$ cat src/hw/rtl/ppcc_pkg.sv
`default_nettype none
// ============================================================================
// ppcc_pkg
// Shared constants, functions and tables for the predicted pose coverage counter.
// ============================================================================
package ppcc_pkg;

    localparam int DEF_COUNT_WIDTH  = 16;
    localparam int DEF_CORDIC_STEPS = 16;
    localparam int MAX_STEPS        = 30;

    // Angle constants in Q16.16 and the CORDIC start gain in Q2.30.
    localparam logic signed [33:0] TWO_PI_Q16  = 34'sd411775;
    localparam logic signed [33:0] PI_Q16      = 34'sd205887;
    localparam logic signed [33:0] HALF_PI_Q16 = 34'sd102944;
    localparam logic signed [33:0] GAIN_Q30    = 34'sd652032874;
    localparam logic [30:0]        RADIUS_RST  = 31'd65536;

    // Heading reduction: the heading is biased by 2^31 to make it unsigned,
    // divided by 2*pi through a reciprocal scaled by 2^50, and the bias
    // (2^31 mod 2*pi) is taken off the remainder again.
    localparam logic signed [32:0] MOD_RECIP = 33'((65'd1 << 50) / 65'(TWO_PI_Q16));
    localparam logic signed [33:0] HEAD_BIAS = 34'((65'd1 << 31) % 65'(TWO_PI_Q16));

    localparam logic ACT_POSE  = 1'b0;
    localparam logic ACT_POINT = 1'b1;

    // Arctangent table in Q2.30, one entry per CORDIC step.
    function automatic logic signed [33:0] atan_q30(input logic [4:0] idx);
        logic signed [33:0] r;
        unique case (idx)
            5'd0:  r = 34'sd843314857;
            5'd1:  r = 34'sd497837829;
            5'd2:  r = 34'sd263043837;
            5'd3:  r = 34'sd133525159;
            5'd4:  r = 34'sd67021687;
            5'd5:  r = 34'sd33543516;
            5'd6:  r = 34'sd16775851;
            5'd7:  r = 34'sd8388437;
            5'd8:  r = 34'sd4194283;
            5'd9:  r = 34'sd2097149;
            default: r = (idx < 5'd30) ? (34'sd1 <<< (30 - idx)) : 34'sd0;
        endcase
        return r;
    endfunction

    // Saturate a signed 66-bit value to 32-bit signed.
    function automatic logic signed [31:0] sat32(input logic signed [65:0] v);
        logic signed [31:0] r;
        if (v > 66'sd2147483647)
            r = 32'sh7fffffff;
        else if (v < -66'sd2147483648)
            r = 32'sh80000000;
        else
            r = v[31:0];
        return r;
    endfunction

endpackage : ppcc_pkg
`default_nettype wire

$ cat src/hw/rtl/ppcc_cordic.sv
`default_nettype none
// ============================================================================
// ppcc_cordic
// Iterative rotation-mode CORDIC: one micro-rotation per cycle.
// ============================================================================
module ppcc_cordic #(
    parameter int CORDIC_STEPS = ppcc_pkg::DEF_CORDIC_STEPS
) (
    input  wire logic                      clk,
    input  wire logic                      rst_n,
    input  wire logic                      start,
    input  wire logic signed [33:0]        angle,   // folded angle, Q16.16
    input  wire logic                      negate,
    output logic                           done,
    output logic signed [31:0]             cos_q16,
    output logic signed [31:0]             sin_q16
);
    import ppcc_pkg::*;

    localparam int STEPS = (CORDIC_STEPS > MAX_STEPS) ? MAX_STEPS : CORDIC_STEPS;

    logic               busy_reg, busy_next;
    logic [4:0]         idx_reg, idx_next;
    logic signed [33:0] x_reg, x_next, y_reg, y_next, z_reg, z_next;
    logic               neg_reg, neg_next;
    logic signed [33:0] xs, ys;
    logic signed [33:0] cx, cy;

    // Shift-add step; >>> floors toward minus infinity.
    always_comb
    begin
        xs = x_reg >>> idx_reg;
        ys = y_reg >>> idx_reg;
        busy_next = busy_reg;
        idx_next  = idx_reg;
        x_next    = x_reg;
        y_next    = y_reg;
        z_next    = z_reg;
        neg_next  = neg_reg;
        done      = 1'b0;
        if (start)
        begin
            busy_next = 1'b1;
            idx_next  = '0;
            x_next    = GAIN_Q30;
            y_next    = '0;
            z_next    = angle <<< 14;
            neg_next  = negate;
        end
        else if (busy_reg)
        begin
            if (idx_reg == 5'(STEPS))
            begin
                busy_next = 1'b0;
                done      = 1'b1;
            end
            else
            begin
                if (!z_reg[33])
                begin
                    x_next = x_reg - ys;
                    y_next = y_reg + xs;
                    z_next = z_reg - atan_q30(idx_reg);
                end
                else
                begin
                    x_next = x_reg + ys;
                    y_next = y_reg - xs;
                    z_next = z_reg + atan_q30(idx_reg);
                end
                idx_next = idx_reg + 5'd1;
            end
        end
    end

    assign cx = x_reg >>> 14;
    assign cy = y_reg >>> 14;
    assign cos_q16 = neg_reg ? -cx[31:0] : cx[31:0];
    assign sin_q16 = neg_reg ? -cy[31:0] : cy[31:0];

    always_ff @(posedge clk or negedge rst_n)
    begin
        if (!rst_n)
        begin
            busy_reg <= 1'b0;
            idx_reg  <= '0;
        end
        else
        begin
            busy_reg <= busy_next;
            idx_reg  <= idx_next;
        end
    end

    always_ff @(posedge clk)
    begin
        x_reg   <= x_next;
        y_reg   <= y_next;
        z_reg   <= z_next;
        neg_reg <= neg_next;
    end

    // The step index never runs past the step count.
    a_idx_range: assert property (@(posedge clk) disable iff (!rst_n)
        idx_reg <= 5'(STEPS)) else $error("cordic index out of range");
    // Done only comes out of a busy cycle.
    a_done_busy: assert property (@(posedge clk) disable iff (!rst_n)
        done |-> busy_reg) else $error("cordic done while idle");
    // Done ends the run.
    a_done_stop: assert property (@(posedge clk) disable iff (!rst_n)
        (done && !start) |=> !busy_reg) else $error("cordic still busy");

endmodule : ppcc_cordic
`default_nettype wire

$ cat config.mk
export PLATFORM = sky130hd
export DESIGN_NAME = ppcc_cordic
export DESIGN_NICKNAME = d
export VERILOG_FILES = /design/src/hw/rtl/ppcc_pkg.sv /design/src/hw/rtl/ppcc_cordic.sv
export SDC_FILE = /design/constraint.sdc
export NUM_CORES = 1
export LEC_CHECK = 0
export CORE_ASPECT_RATIO = 1.4
export CORE_MARGIN = 5
export CORE_UTILIZATION = 55
export DETAILED_ROUTE_END_ITERATION = 10
export DONT_BUFFER_PORTS = 1
export PLACE_DENSITY_LB_ADDON = 0.12
export SETUP_SLACK_MARGIN = 0.1
export SLEW_MARGIN = 10
export SYNTH_ARGS = -nofsm -noshare
export SYNTH_HDL_FRONTEND = slang
export SYNTH_SLANG_ARGS = --single-unit
$ cat constraint.sdc
create_clock -name clk -period 18.33 [get_ports clk]
set_input_delay 3.666 -clock clk [delete_from_list [all_inputs] [get_ports clk]]
set_output_delay 3.666 -clock clk [all_outputs]
set_load 0.005 [all_outputs]
==> flow_metrics.py <==
metrics = {
    "global_route": {
        "top_usage_layer": "met2",
        "grt_util_met3": 0.0611,
        "grt_use_total": 0.346,
        "grt_pass1_vias": 16500,
        "met1_usage": 0.420,
        "grt_use_met2": 0.572,
        "grt_max_degree": 94,
        "grt_pass1_wl_mm": 97.6,
        "gr-total-overflow": 0,
        "grt_antenna_before_repair": 1,
    },
    "yosys": {
        "synth.distinct_cells": 98,
        "syn_inst": 2247,
        "synthArstFlopShare": 0.0550,
        "syn_area_mm2": 0.0175,
        "avgSynthCellArea_um2": 7.80,
        "synth_edf_count": 21,
        "ys_top_cells_by_area": "dfxtp_1 9.4%, mux4_2 7.8%, ha_1 7.8%",
        "synth_top_area_frac": 0.0936,
        "yosysMostFrequentCell": "nand2_1",
        "synth_common_cells": "270 x nand2_1, 213 x a21oi_1, 160 x nor2_1",
        "yosysSeqAreaShare": 0.138,
        "synth_warnings": 0,
        "syn_nets": 2397,
        "yosysTopAreaCell": "dfxtp_1",
        "synth-seq-cells": 109,
        "synthFlopType": "dfxtp_1",
    },
    "sta": {
        "period_share": 0.477,
        "final.min_clock_period_ps": 8750,
        "finalSetupTns_ps": 0,
        "maxClockFrequency_ghz": 0.114,
        "tightest_slew_ps": 1110,
        "hold_viol_final": 0,
        "finalSetupViolations": 0,
        "drv_slew": 0,
        "postLayoutSetupSlackWorst_ps": 9580,
        "slew_headroom": 0.259,
        "skew_ps": 12.2,
        "grt_setup_unrepaired": "false",
    },
    "clock_network": {
        "cts_tree": "built",
        "clk-insertion-delay-late_ps": 400,
        "clock-sinks": 109,
        "clock_tree.buffer_depth": 2,
        "clockRootBuffer": "clkbuf_16",
        "cts_buffers": 9,
        "htree_levels": 3,
        "cts_resized": 0,
        "cts_hold_buf": 0,
        "postCtsSetupRepairBufs": 0,
        "clk_pin_slew_ps": 80,
    },
    "floorplan": {
        "die_area_mm2": 0.0356,
        "ios": 103,
        "rows": 77,
        "die_h_um": 221,
        "core_region_area_mm2": 0.0315,
        "die_x_um": 161,
        "start_util": 0.557,
    },
    "critical_path": {
        "worst_setup_path_end_kind": "flop",
        "worst_r2r_path_depth": 23,
        "worstReg2RegStart": "idx_reg[1]",
        "critical_path_arrival_ps": 8850,
        "worstPathRequired_ps": 18430,
        "worstSetupStartpointType": "flop",
        "worstSetupPathType": "reg -> reg",
        "startpoint": "idx_reg[1]",
        "timing.rr.end": "z_reg[31]",
        "cp_max_fo": 76,
        "rrSetupSlack_ps": 9580,
    },
    "finish": {
        "nNetsFinal": 2266,
        "drive_gt1_frac": 0.0891,
        "final_cell_area_mm2": 0.0177,
        "diodes": 0,
        "syn_to_final_growth_pct": 0.942,
        "layout.cells.non_filler": 2516,
    },
    "worst_hold_path": {
        "min_to": "z_reg[7]",
        "whs_path_depth": 2,
        "hold_class": "reg -> reg",
        "hold_start": "z_reg[7]",
    },
    "job": {
        "maxCapViolations": 0,
    },
    "power": {
        "p_leak_nw": 6.95,
        "finalPower_w": 0.00420,
        "pwr_density_cell_mw_per_mm2": 237,
        "ir_drop_v": 0.000189,
    },
    "placement": {
        "port_buffers": 0,
        "hpwl_mm": 47.3,
        "dp.cells": 2500,
        "dpl_cell_area_mm2": 0.0174,
        "pre_cts_ws_ps": 9780,
        "routabilityCongestion": 1.06,
    },
    "routing": {
        "wl_per_cell_um": 25.3,
        "drtPass1Iterations": 6,
        "vias_per_cell": 6.96,
        "drt_iter0_markers": 1820,
        "drc": 0,
        "routed_wl_mm": 63.7,
        "num_vias": 17500,
        "drtAntennaViolNets": 0,
    },
    "outcome": {
        "status": "complete, no violations",
    },
}
[worst max-delay path, cell delays in order (launching register included)]
cell       delay [ps]
dfrtp_4          1000
buf_4             910
ha_1              570
nand3_1           190
xnor2_1           180
nor2_1            410
nand2_1           240
o21bai_1          290
inv_1              70
ha_1              280
nor2_1             40
a21oi_1           250
ha_1              290
a21o_1            160
a21o_1            200
a2111oi_0         420
o21bai_1          190
a2111oi_0         860
o31ai_1           260
a311o_1           490
a41o_1            290
o41ai_1           500
xor2_1            190
o21ai_0            80
[logic make-up (layout without fill, tap and decap cells)]
kind of cell | Yosys count | after routing | share of synthesized area
xor gates and xnor gates | 213 | 213 | 0.107
adders and majority gates | 112 | 112 | 0.0812
AOI/OAI and AO/OA | 744 | 744 | 0.276
muxes | 170 | 170 | 0.152
DFF | 109 | 109 | 0.138
and+or+nand+nor | 682 | 682 | 0.187
buffers and inverters | 217 | 91 | 0.0601
[per-stage QoR]
stage               utilization  hold WS (ps)
CTS                       0.562           465
global route              0.562           482
global placement          0.552           441
finish                    0.562           467
floorplan                     -           432
detailed placement        0.552           451
[final cells by class]
type | count | area (µm²)
clock inverter | 5 | 43.8
timing repair buffer | 30 | 225
inverter | 45 | 169
multi-input combinational | 1921 | 14100
sequential | 109 | 2430
tap | 395 | 494
clock buffer | 11 | 243
fill | 3039 | 13800
[per-layer routing]
| layer | vias to the layer above | wire length, µm |
|---|---|---|
| met5 | - | 20 |
| met4 | 2 | 4540 |
| met3 | 209 | 4640 |
| met2 | 787 | 29800 |
| met1 | 8384 | 24700 |
| li1 | 8125 | - |
[worst max-delay path by stage]
stage	endpoint	slack [ps]	depth (start not counted)
global placement	z_reg[31]	9810	23
finish	z_reg[31]	9580	23
floorplan	done	10260	3
detailed placement	z_reg[31]	9780	23
CTS	z_reg[31]	9720	23
global route	z_reg[31]	8830	23
[where the power goes]
| part | total, W | switching [W] | internal, W | leakage (nW) |
|---|---|---|---|---|
| clock network | 0.000207 | 0.000109 | 0.0000981 | 0.142 |
| logic | 0.00340 | 0.00191 | 0.00149 | 5.83 |
| registers | 0.000597 | 0.000224 | 0.000373 | 0.980 |
| total | 0.00420 | 0.00224 | 0.00196 | 6.95 |
[cell usage in the layout (no fill, tap or decap), drive strengths merged, types with 10 or more instances in the layout]
master / n
o21a: 20
ha: 109
nor4: 10
xor2: 68
or3: 12
inv: 43
nand2b: 28
o211ai: 24
a31oi: 44
nor2: 160
and3: 19
nor3b: 14
o21bai: 20
edfxtp: 21
nand3: 28
or2: 17
and2: 31
a211oi: 33
o21ai: 143
clkbuf: 11
a21oi: 214
a221oi: 15
a21o: 48
dfxtp: 82
a21boi: 14
mux2i: 66
a2111oi: 11
a22oi: 13
buf: 30
xnor2: 145
nor2b: 25
o31ai: 31
mux2: 34
nand2: 270
nor3: 29
o22ai: 21
mux4: 70
a221o: 10
Power figures use the tool's default switching activity.
